**config.mk**
```make
export PLATFORM = sky130hd
export DESIGN_NAME = motor_command_watchdog
export DESIGN_NICKNAME = d
export VERILOG_FILES = /design/src/mcw_pkg.sv /design/src/motor_command_watchdog.sv
export SDC_FILE = /design/constraint.sdc
export NUM_CORES = 1
export LEC_CHECK = 0
export BUFFER_PORTS_ARGS = -buffer_cell sky130_fd_sc_hd__buf_2
export CAP_MARGIN = 20
export CORE_ASPECT_RATIO = 0.8
export CORE_MARGIN = 5
export CORE_UTILIZATION = 60
export CTS_BUF_LIST = sky130_fd_sc_hd__clkbuf_16
export DETAILED_ROUTE_END_ITERATION = 6
export PLACE_DENSITY = 0.81
export SYNTH_ARGS = -nofsm -noshare
export SYNTH_HDL_FRONTEND = slang
export SYNTH_SLANG_ARGS = --single-unit
```
**constraint.sdc**
```tcl
create_clock -name clk -period 6.28 [get_ports clk]
set_clock_uncertainty 0.05 [all_clocks]
set_input_delay 0.628 -clock clk [delete_from_list [all_inputs] [get_ports clk]]
set_output_delay 0.628 -clock clk [all_outputs]
set_load 0.05 [all_outputs]
```
**src/mcw_pkg.sv**
```systemverilog
`default_nettype none

package mcw_pkg;

  // field widths
  localparam int unsigned TimeoutW = 16;
  localparam int unsigned DbW      = 15;
  localparam int unsigned CmdW     = 16;
  localparam int unsigned SpeedW   = 15;
  localparam int unsigned ElapsedW = 17;
  localparam int unsigned ByteW    = 8;
  localparam int unsigned CfgIdxW  = 2;

  localparam int unsigned InDataW  = 56;
  localparam int unsigned OutDataW = 48;

  typedef logic [1:0]        dir_t;
  typedef logic [CfgIdxW-1:0] cfg_idx_t;

  // direction codes
  localparam dir_t DIR_BRAKE = 2'd0;
  localparam dir_t DIR_CW    = 2'd1;
  localparam dir_t DIR_CCW   = 2'd2;

  // register indexes
  localparam cfg_idx_t REG_TIMEOUT   = 2'd0;
  localparam cfg_idx_t REG_DEADBAND  = 2'd1;
  localparam cfg_idx_t REG_DRIVE_MAX = 2'd2;

  // item kinds carried in tuser
  localparam logic OP_TICK = 1'b0;
  localparam logic OP_MSG  = 1'b1;

  // message type bytes and lengths
  localparam logic [ByteW-1:0] TYPE_DRIVE = 8'h63;
  localparam logic [ByteW-1:0] TYPE_SWEEP = 8'h73;
  localparam logic [ByteW-1:0] LEN_DRIVE  = 8'd6;
  localparam logic [ByteW-1:0] LEN_SWEEP  = 8'd3;

  localparam logic [ElapsedW-1:0] ELAPSED_MAX = {ElapsedW{1'b1}};

  localparam logic [TimeoutW-1:0] TIMEOUT_RST   = 16'd500;
  localparam logic [DbW-1:0]      DEADBAND_RST  = 15'd5;
  localparam logic [DbW-1:0]      DRIVE_MAX_RST = 15'd255;

  typedef struct packed {
    dir_t              dir;
    logic [SpeedW-1:0] speed;
  } motor_drv_t;

  // sign-extend a 16-bit command and clamp it to +/- lim
  function automatic logic signed [CmdW-1:0] clamp_cmd(
    input logic [ByteW-1:0] hi,
    input logic [ByteW-1:0] lo,
    input logic [DbW-1:0]   lim
  );
    logic signed [CmdW:0] v;
    logic signed [CmdW:0] l;
    logic signed [CmdW:0] r;
    v = {hi[ByteW-1], hi, lo};
    l = {2'b00, lim};
    if (v > l) begin
      r = l;
    end else if (v < -l) begin
      r = -l;
    end else begin
      r = v;
    end
    return r[CmdW-1:0];
  endfunction

  // deadband and direction for one motor
  function automatic motor_drv_t motor_drive(
    input logic signed [CmdW-1:0] cmd,
    input logic [DbW-1:0]         db,
    input dir_t                   fwd,
    input dir_t                   back
  );
    logic signed [CmdW:0] c;
    logic signed [CmdW:0] d;
    logic signed [CmdW:0] neg;
    motor_drv_t           r;
    c   = {cmd[CmdW-1], cmd};
    d   = {2'b00, db};
    neg = -c;
    if (c < -d) begin
      r.dir   = back;
      r.speed = neg[SpeedW-1:0];
    end else if (c > d) begin
      r.dir   = fwd;
      r.speed = c[SpeedW-1:0];
    end else begin
      r.dir   = DIR_BRAKE;
      r.speed = '0;
    end
    return r;
  endfunction

endpackage

`default_nettype wire

```
**src/motor_command_watchdog.sv**
```systemverilog
`default_nettype none

// channel  | dir | handshake         | payload
// ---------+-----+-------------------+----------------------------------------------
// in       | in  | in_tvalid/tready  | tuser: opcode; tdata: len, byte0..byte5
// out      | out | out_tvalid/tready | tdata: l_dir, l_speed, r_dir, r_speed, sweep
// cfg      | in  | cfg_valid/ready   | cfg_index, cfg_data (always ready)
//
// one beat per cycle while no tick is held back by a stalled result: a beat lands
// in the input register, and from there the state update and the motor outputs are
// formed in one pass into the result register.
// reset (rst_n low, synchronous) empties both registers and loads the register
// defaults and the command state. a stalled result holds only tick beats back;
// message beats pass through the input register even while a result waits.

module motor_command_watchdog (
  input  wire logic                          clk,
  input  wire logic                          rst_n,
  // input beats
  input  wire logic                          in_tvalid,
  output logic                               in_tready,
  // [7:0] msg_len, [15:8] msg_byte0 ... [55:48] msg_byte5
  input  wire logic [mcw_pkg::InDataW-1:0]   in_tdata,
  // [0] opcode
  input  wire logic                          in_tuser,
  // result beats
  output logic                               out_tvalid,
  input  wire logic                          out_tready,
  // [1:0] left_dir, [16:2] left_speed, [18:17] right_dir, [33:19] right_speed,
  // [41:34] sweep_cmd, [47:42] zero
  output logic [mcw_pkg::OutDataW-1:0]       out_tdata,
  // register writes
  input  wire logic                          cfg_valid,
  output logic                               cfg_ready,
  input  wire logic [mcw_pkg::CfgIdxW-1:0]   cfg_index,
  input  wire logic [mcw_pkg::TimeoutW-1:0]  cfg_data
);
  import mcw_pkg::*;

  // configuration registers
  logic [TimeoutW-1:0] timeout_r;
  logic [DbW-1:0]      deadband_r;
  logic [DbW-1:0]      drive_max_r;

  // input register
  logic                in_vld_r;
  logic                in_op_r;
  logic [InDataW-1:0]  in_data_r;

  // command state
  logic                   enabled_r, enabled_nxt;
  logic signed [CmdW-1:0] left_cmd_r, left_cmd_nxt;
  logic signed [CmdW-1:0] right_cmd_r, right_cmd_nxt;
  logic [ByteW-1:0]       sweep_r, sweep_nxt;
  logic [ElapsedW-1:0]    elapsed_r, elapsed_nxt;

  // result register
  logic                out_vld_r, out_vld_nxt;
  logic [OutDataW-1:0] out_data_r, out_data_nxt;

  logic [ByteW-1:0] m_len, m_b0, m_b1, m_b2, m_b3, m_b4, m_b5;
  logic             is_msg, drive_ok, sweep_ok, proc_fire, emit;
  logic             timed_out;
  logic signed [CmdW-1:0] left_eff, right_eff;
  logic [ByteW-1:0]       sweep_eff;
  motor_drv_t       left_drv, right_drv;

  assign cfg_ready = 1'b1;

  always_ff @(posedge clk) begin
    if (!rst_n) begin
      timeout_r   <= TIMEOUT_RST;
      deadband_r  <= DEADBAND_RST;
      drive_max_r <= DRIVE_MAX_RST;
    end else if (cfg_valid) begin
      unique case (cfg_index)
        REG_TIMEOUT:   timeout_r   <= cfg_data;
        REG_DEADBAND:  deadband_r  <= cfg_data[DbW-1:0];
        REG_DRIVE_MAX: drive_max_r <= cfg_data[DbW-1:0];
        default: ;  // unmapped index, dropped
      endcase
    end
  end

  // unpack the held beat
  assign m_len = in_data_r[7:0];
  assign m_b0  = in_data_r[15:8];
  assign m_b1  = in_data_r[23:16];
  assign m_b2  = in_data_r[31:24];
  assign m_b3  = in_data_r[39:32];
  assign m_b4  = in_data_r[47:40];
  assign m_b5  = in_data_r[55:48];

  assign is_msg   = (in_op_r == OP_MSG);
  assign drive_ok = (m_b0 == TYPE_DRIVE) && (m_len == LEN_DRIVE);
  assign sweep_ok = (m_b0 == TYPE_SWEEP) && (m_len == LEN_SWEEP);

  // messages never need the result register; ticks wait for room there
  assign proc_fire = in_vld_r && (is_msg || !out_vld_r || out_tready);
  assign in_tready = !in_vld_r || proc_fire;

  always_ff @(posedge clk) begin
    if (!rst_n) begin
      in_vld_r <= 1'b0;
    end else if (in_tready) begin
      in_vld_r <= in_tvalid;
    end
  end

  always_ff @(posedge clk) begin
    if (in_tready && in_tvalid) begin
      in_op_r   <= in_tuser;
      in_data_r <= in_tdata;
    end
  end

  // watchdog: saturating count, compared after the increment
  always_comb begin
    elapsed_nxt = elapsed_r;
    if (elapsed_r != ELAPSED_MAX) begin
      elapsed_nxt = elapsed_r + 1'b1;
    end
  end
  assign timed_out = (elapsed_nxt > {1'b0, timeout_r});

  assign left_eff  = timed_out ? '0 : left_cmd_r;
  assign right_eff = timed_out ? '0 : right_cmd_r;
  assign sweep_eff = timed_out ? '0 : sweep_r;

  // forward is cw on the left motor, ccw on the right
  assign left_drv  = motor_drive(left_eff, deadband_r, DIR_CW, DIR_CCW);
  assign right_drv = motor_drive(right_eff, deadband_r, DIR_CCW, DIR_CW);

  assign emit = proc_fire && !is_msg && enabled_r;

  logic [ElapsedW-1:0] elapsed_upd;

  always_comb begin
    enabled_nxt   = enabled_r;
    left_cmd_nxt  = left_cmd_r;
    right_cmd_nxt = right_cmd_r;
    sweep_nxt     = sweep_r;
    elapsed_upd   = elapsed_r;
    if (proc_fire) begin
      if (is_msg) begin
        if (drive_ok) begin
          elapsed_upd   = '0;
          enabled_nxt   = (m_b1 != '0);
          left_cmd_nxt  = clamp_cmd(m_b2, m_b3, drive_max_r);
          right_cmd_nxt = clamp_cmd(m_b4, m_b5, drive_max_r);
        end else if (sweep_ok) begin
          elapsed_upd = '0;
          enabled_nxt = (m_b1 != '0);
          sweep_nxt   = m_b2;
        end
      end else begin
        elapsed_upd   = elapsed_nxt;
        left_cmd_nxt  = left_eff;
        right_cmd_nxt = right_eff;
        sweep_nxt     = sweep_eff;
      end
    end
  end

  always_ff @(posedge clk) begin
    if (!rst_n) begin
      enabled_r   <= 1'b1;
      left_cmd_r  <= '0;
      right_cmd_r <= '0;
      sweep_r     <= '0;
      elapsed_r   <= '0;
    end else begin
      enabled_r   <= enabled_nxt;
      left_cmd_r  <= left_cmd_nxt;
      right_cmd_r <= right_cmd_nxt;
      sweep_r     <= sweep_nxt;
      elapsed_r   <= elapsed_upd;
    end
  end

  // result register
  always_comb begin
    out_vld_nxt  = out_vld_r;
    out_data_nxt = out_data_r;
    if (emit) begin
      out_vld_nxt  = 1'b1;
      out_data_nxt = {6'b0, sweep_eff, right_drv.speed, right_drv.dir,
                      left_drv.speed, left_drv.dir};
    end else if (out_tready) begin
      out_vld_nxt = 1'b0;
    end
  end

  always_ff @(posedge clk) begin
    if (!rst_n) begin
      out_vld_r <= 1'b0;
    end else begin
      out_vld_r <= out_vld_nxt;
    end
  end

  always_ff @(posedge clk) begin
    out_data_r <= out_data_nxt;
  end

  assign out_tvalid = out_vld_r;
  assign out_tdata  = out_data_r;

  // a valid message restarts the watchdog
  a_msg_clears_wd: assert property (@(posedge clk) disable iff (!rst_n)
    proc_fire && is_msg && (drive_ok || sweep_ok) |=> elapsed_r == '0)
    else $error("watchdog not cleared by valid message");

  // an enabled tick always leaves a result behind
  a_tick_emits: assert property (@(posedge clk) disable iff (!rst_n)
    proc_fire && !is_msg && enabled_r |=> out_vld_r)
    else $error("enabled tick lost its result");

  // a braked left motor carries no speed
  a_brake_speed: assert property (@(posedge clk) disable iff (!rst_n)
    out_vld_r && out_data_r[1:0] == DIR_BRAKE |-> out_data_r[16:2] == '0)
    else $error("braked left motor with nonzero speed");

  // a tick is never taken while a result is held back
  a_no_overwrite: assert property (@(posedge clk) disable iff (!rst_n)
    out_vld_r && !out_tready |-> !emit)
    else $error("stalled result overwritten");

endmodule

`default_nettype wire
```
==> run_results.csv <==
group,metric,value,unit
sta,fmaxAchievable,167,MHz
global_routing,grt_pass1_vias,10700,
cells_and_area,area_growth,13.0,%
synth,seq_area_frac_synth,38.9,%
clock_network,clk_latency,0.51,ns
floorplanning,core_area,0.0215,sq mm
job,maxCapViolCount,0,
sta,final-max-slew-violation-count,0,
clock_network,cts_tree,"yes",
drt,via_per_inst,6.40,
synth,netlist_top_cells_area,"edfxtp_1, dfxtp_1, ha_1",
cells_and_area,diodes,0,
placed_design,portBuffers,123,
clock_network,cts-root-buf,"clkbuf_16",
setup_path,max_stage_delay,0.37,ns
worst_hold_path,worstHoldStart,"in_tdata[21]",
pwr,comb_power_share,14.6,%
drt,drt_iter0_markers,1337,
floorplanning,ios,131,
drt,dr.pass1.iters,6,
synth,synth_top_area_cell,"edfxtp_1",
setup_path,r2r-start,"elapsed_r[0]",
synth,syn_area,0.0131,sq mm
run_status,outcome,"complete, no violations",
sta,worstMarginPinSlew,0.827,ns
setup_path,required,6.55,ns
cells_and_area,drive_gt1_share,15.0,%
cells_and_area,final_cells,1807,
worst_hold_path,hp-class,"in2reg",
worst_hold_path,min_to,"in_data_r[21]",
clock_network,post_cts.repair.setup_buffers,0,
setup_path,worst_setup_path_start_kind,"register",
synth,yosys-top-cells-count,"nand2_1, ha_1, dfxtp_1",
synth,synth_top_family_by_area,"compound AO/OA/AOI/OAI gates",
floorplanning,row_count,48,
sta,slew_headroom,44.9,%
synth,yosysWarnings,0,
sta,rsz0062_at_grt,"no",
pwr,p_int,2.49,mW
placed_design,place_inst,1765,
synth,synthAdderAreaFrac,13.9,%
synth,synth_compound_area_share,20.3,%
floorplanning,die_w,175,microns
cells_and_area,seq_area,0.00509,sq mm
synth,ys_types,84,
floorplanning,die_h,142,microns
pwr,p_sw,933,uW
clock_network,cts_buffer_depth,3,
cells_and_area,fin_util,68.8,%
sta,setup_viol,0,
worst_hold_path,hold_depth,1,
clock_network,htree_levels,1,
global_routing,grt_overflow,0,
setup_path,r2r_slack,0.31,ns
setup_path,worstPathArrival,6.25,ns
cells_and_area,num-fill-cells,1702,
drt,route.detailed.drc,0,
setup_path,crit_type,"reg2reg",
sta,min_period_over_period,95.1,%
synth,synth_top_cell_area_share,22.7,%
synth,ys_async_sr_fraction,0,%
synth,yosysMostFrequentCell,"nand2_1",
drt,ant_nets,0,
clock_network,hold_buffers,0,
cells_and_area,multi_input_area,0.00747,sq mm
setup_path,crit_fanout,23,
setup_path,crit_path_end_kind,"register",
sta,whs,0.241,ns
pwr,p_per_area,232,mW/mm^2
synth,synth_edf_count,99,
floorplanning,initial_utilization,60.9,%
pwr,p_clk_share,41.4,%
setup_path,reg2regPathDepth,26,
placed_design,gp_congestion,1.04,
global_routing,grt_pass1_wl,58700,microns
synth,synthCells,1409,
floorplanning,dieArea,0.0249,sq mm
sta,min_period,5.97,ns
drt,routed_wl,37500,microns
synth,synth_simple_gate_area_share,18.1,%
synth,muxShareOfSynthArea,1.65,%
drt,wl_per_cell,20.7,microns
pwr,vdd_drop_max,0.306,mV
pwr,power,3.42,mW
setup_path,r2r_end,"out_tdata[10]",
pwr,p_leak,6.36,nW
sta,hold_viol,0,
global_routing,grt_max_degree,82,
setup_path,cpMaxStageDelayCell,"or2_2",
clock_network,cts_sinks,205,
synth,synth_ff_type,"dfxtp_1",
synth,synth_area_per_cell,9.29,sq um
placed_design,hpwl,28900,microns
global_routing,grt_usage,29.3,%
synth,synth-xor-area-share,2.41,%
global_routing,antenna_found_initial,0,
pwr,p_seq_share,44.0,%
clock_network,cts_made_buffers,23,
clock_network,cts.clk_slew.worst_paths,0.07,ns
drt,num_vias,11600,
pwr,p_sw_share,27.3,%
cells_and_area,nets,1741,
synth,synth-seq-cells,205,
-- routing by layer --
| metal | wire length, microns | global-route usage (%) | up-vias |
|---|---|---|---|
| met5 | 0 | 0 | - |
| met4 | 1300 | 9.05 | 0 |
| met3 | 3550 | 5.42 | 80 |
| met2 | 15700 | 42.9 | 594 |
| met1 | 17000 | 44.0 | 5407 |
| li1 | - | - | 5487 |
-- worst max-delay path by stage --
| stage | start | endpoint | slack [ns] | cells after the start |
|---|---|---|---|---|
| CTS | elapsed_r[0] | out_tdata[12] | 0.1 | 23 |
| global route | elapsed_r[0] | out_tdata[29] | 0.005 | 24 |
| detailed placement | elapsed_r[0] | out_tdata[29] | -0.07 | 24 |
| finish | elapsed_r[0] | out_tdata[10] | 0.31 | 26 |
| floorplan | elapsed_r[12] | out_tdata[22] | 0.95 | 28 |
| global placement | elapsed_r[0] | out_tdata[25] | 0.20 | 24 |
-- flip-flops by register name (all words and copies together), names as in the netlist --
signal       flops
in_vld_r         1
drive_max_r     15
out_tvalid       1
in_data_r       56
deadband_r      15
timeout_r       16
sweep_r          8
out_tdata       42
right_cmd_r     16
enabled_r        1
elapsed_r       17
left_cmd_r      16
in_op_r          1
-- power by group through the flow --
stage          Sequential [mW]  Combinational [mW]  Clock (mW)
5_1_grt                   1.51               0.549        1.49
3_3_place_gp              1.53               0.471           0
3_5_place_dp              1.53               0.480           0
4_1_cts                   1.50               0.484        1.43
2_1_floorplan             1.54               0.326           0
6_report                  1.51               0.500        1.42
-- cell usage in the layout, fill, tap and decap left out, types with 8 or more instances in the layout --
master	n
nand2_1	155
ha_1	145
buf_2	123
dfxtp_1	106
edfxtp_1	99
inv_1	81
a21oi_1	80
nor2_1	68
o21ai_0	67
a21boi_0	38
and3_1	34
nand4_1	32
nand3_1	32
nor3_1	32
xnor2_1	29
o211ai_1	29
a21o_1	24
clkbuf_16	24
nor2b_1	22
nor4_1	20
buf_4	19
mux2i_1	16
o31ai_1	14
and2_1	12
o21a_1	11
a211oi_1	11
nand2b_1	10
o22ai_1	10
a31oi_1	8
a22o_1	8
a32o_1	8
-- stage by stage --
step	instance area [sq um]	TNS, ns	worst slack, ns
floorplan	13100	0	0.948
detailed placement	13900	-0.0840	-0.0679
finish	14800	0	0.305
global route	14800	0	0.00507
global placement	13900	0	0.203
CTS	14700	0	0.0985
-- what timing repair did --
item                                   CTS  global route
endpoints found under the hold margin    0             0
setup endpoints to repair                3            28
resized for setup                        2            12
-- kinds of logic (layout without fill, tap and decap cells) --
| logic type | after synthesis | in the layout |
|---|---|---|
| DFF | 205 | 205 |
| xor gates and xnor gates | 36 | 36 |
| and+or+nand+nor | 466 | 466 |
| muxes | 21 | 21 |
| adders and majority gates | 145 | 145 |
| AOI/OAI and AO/OA | 386 | 386 |
| buffers and inverters | 148 | 266 |
| other | 2 | 7 |
-- critical path, delay by kind of cell, from the launching register on --
family | cells | cell delay (ns)
AO/OA/AOI/OAI | 7 | 1.58
adder cells (fa/ha/maj) | 3 | 0.87
AND/OR/NAND/NOR | 12 | 2.26
XOR/XNOR | 1 | 0.18
flip-flops | 1 | 0.36
buffers and inverters | 3 | 0.50
-- area by class of cell --
type,instances,area share [%]
timing repair buffer,144,5.24
clock inverter,17,1.31
tap,275,2.33
clock buffer,24,4.06
inverter,81,2.06
sequential,205,34.5
multi-input combinational,1061,50.5
Power figures use the tool's default switching activity.
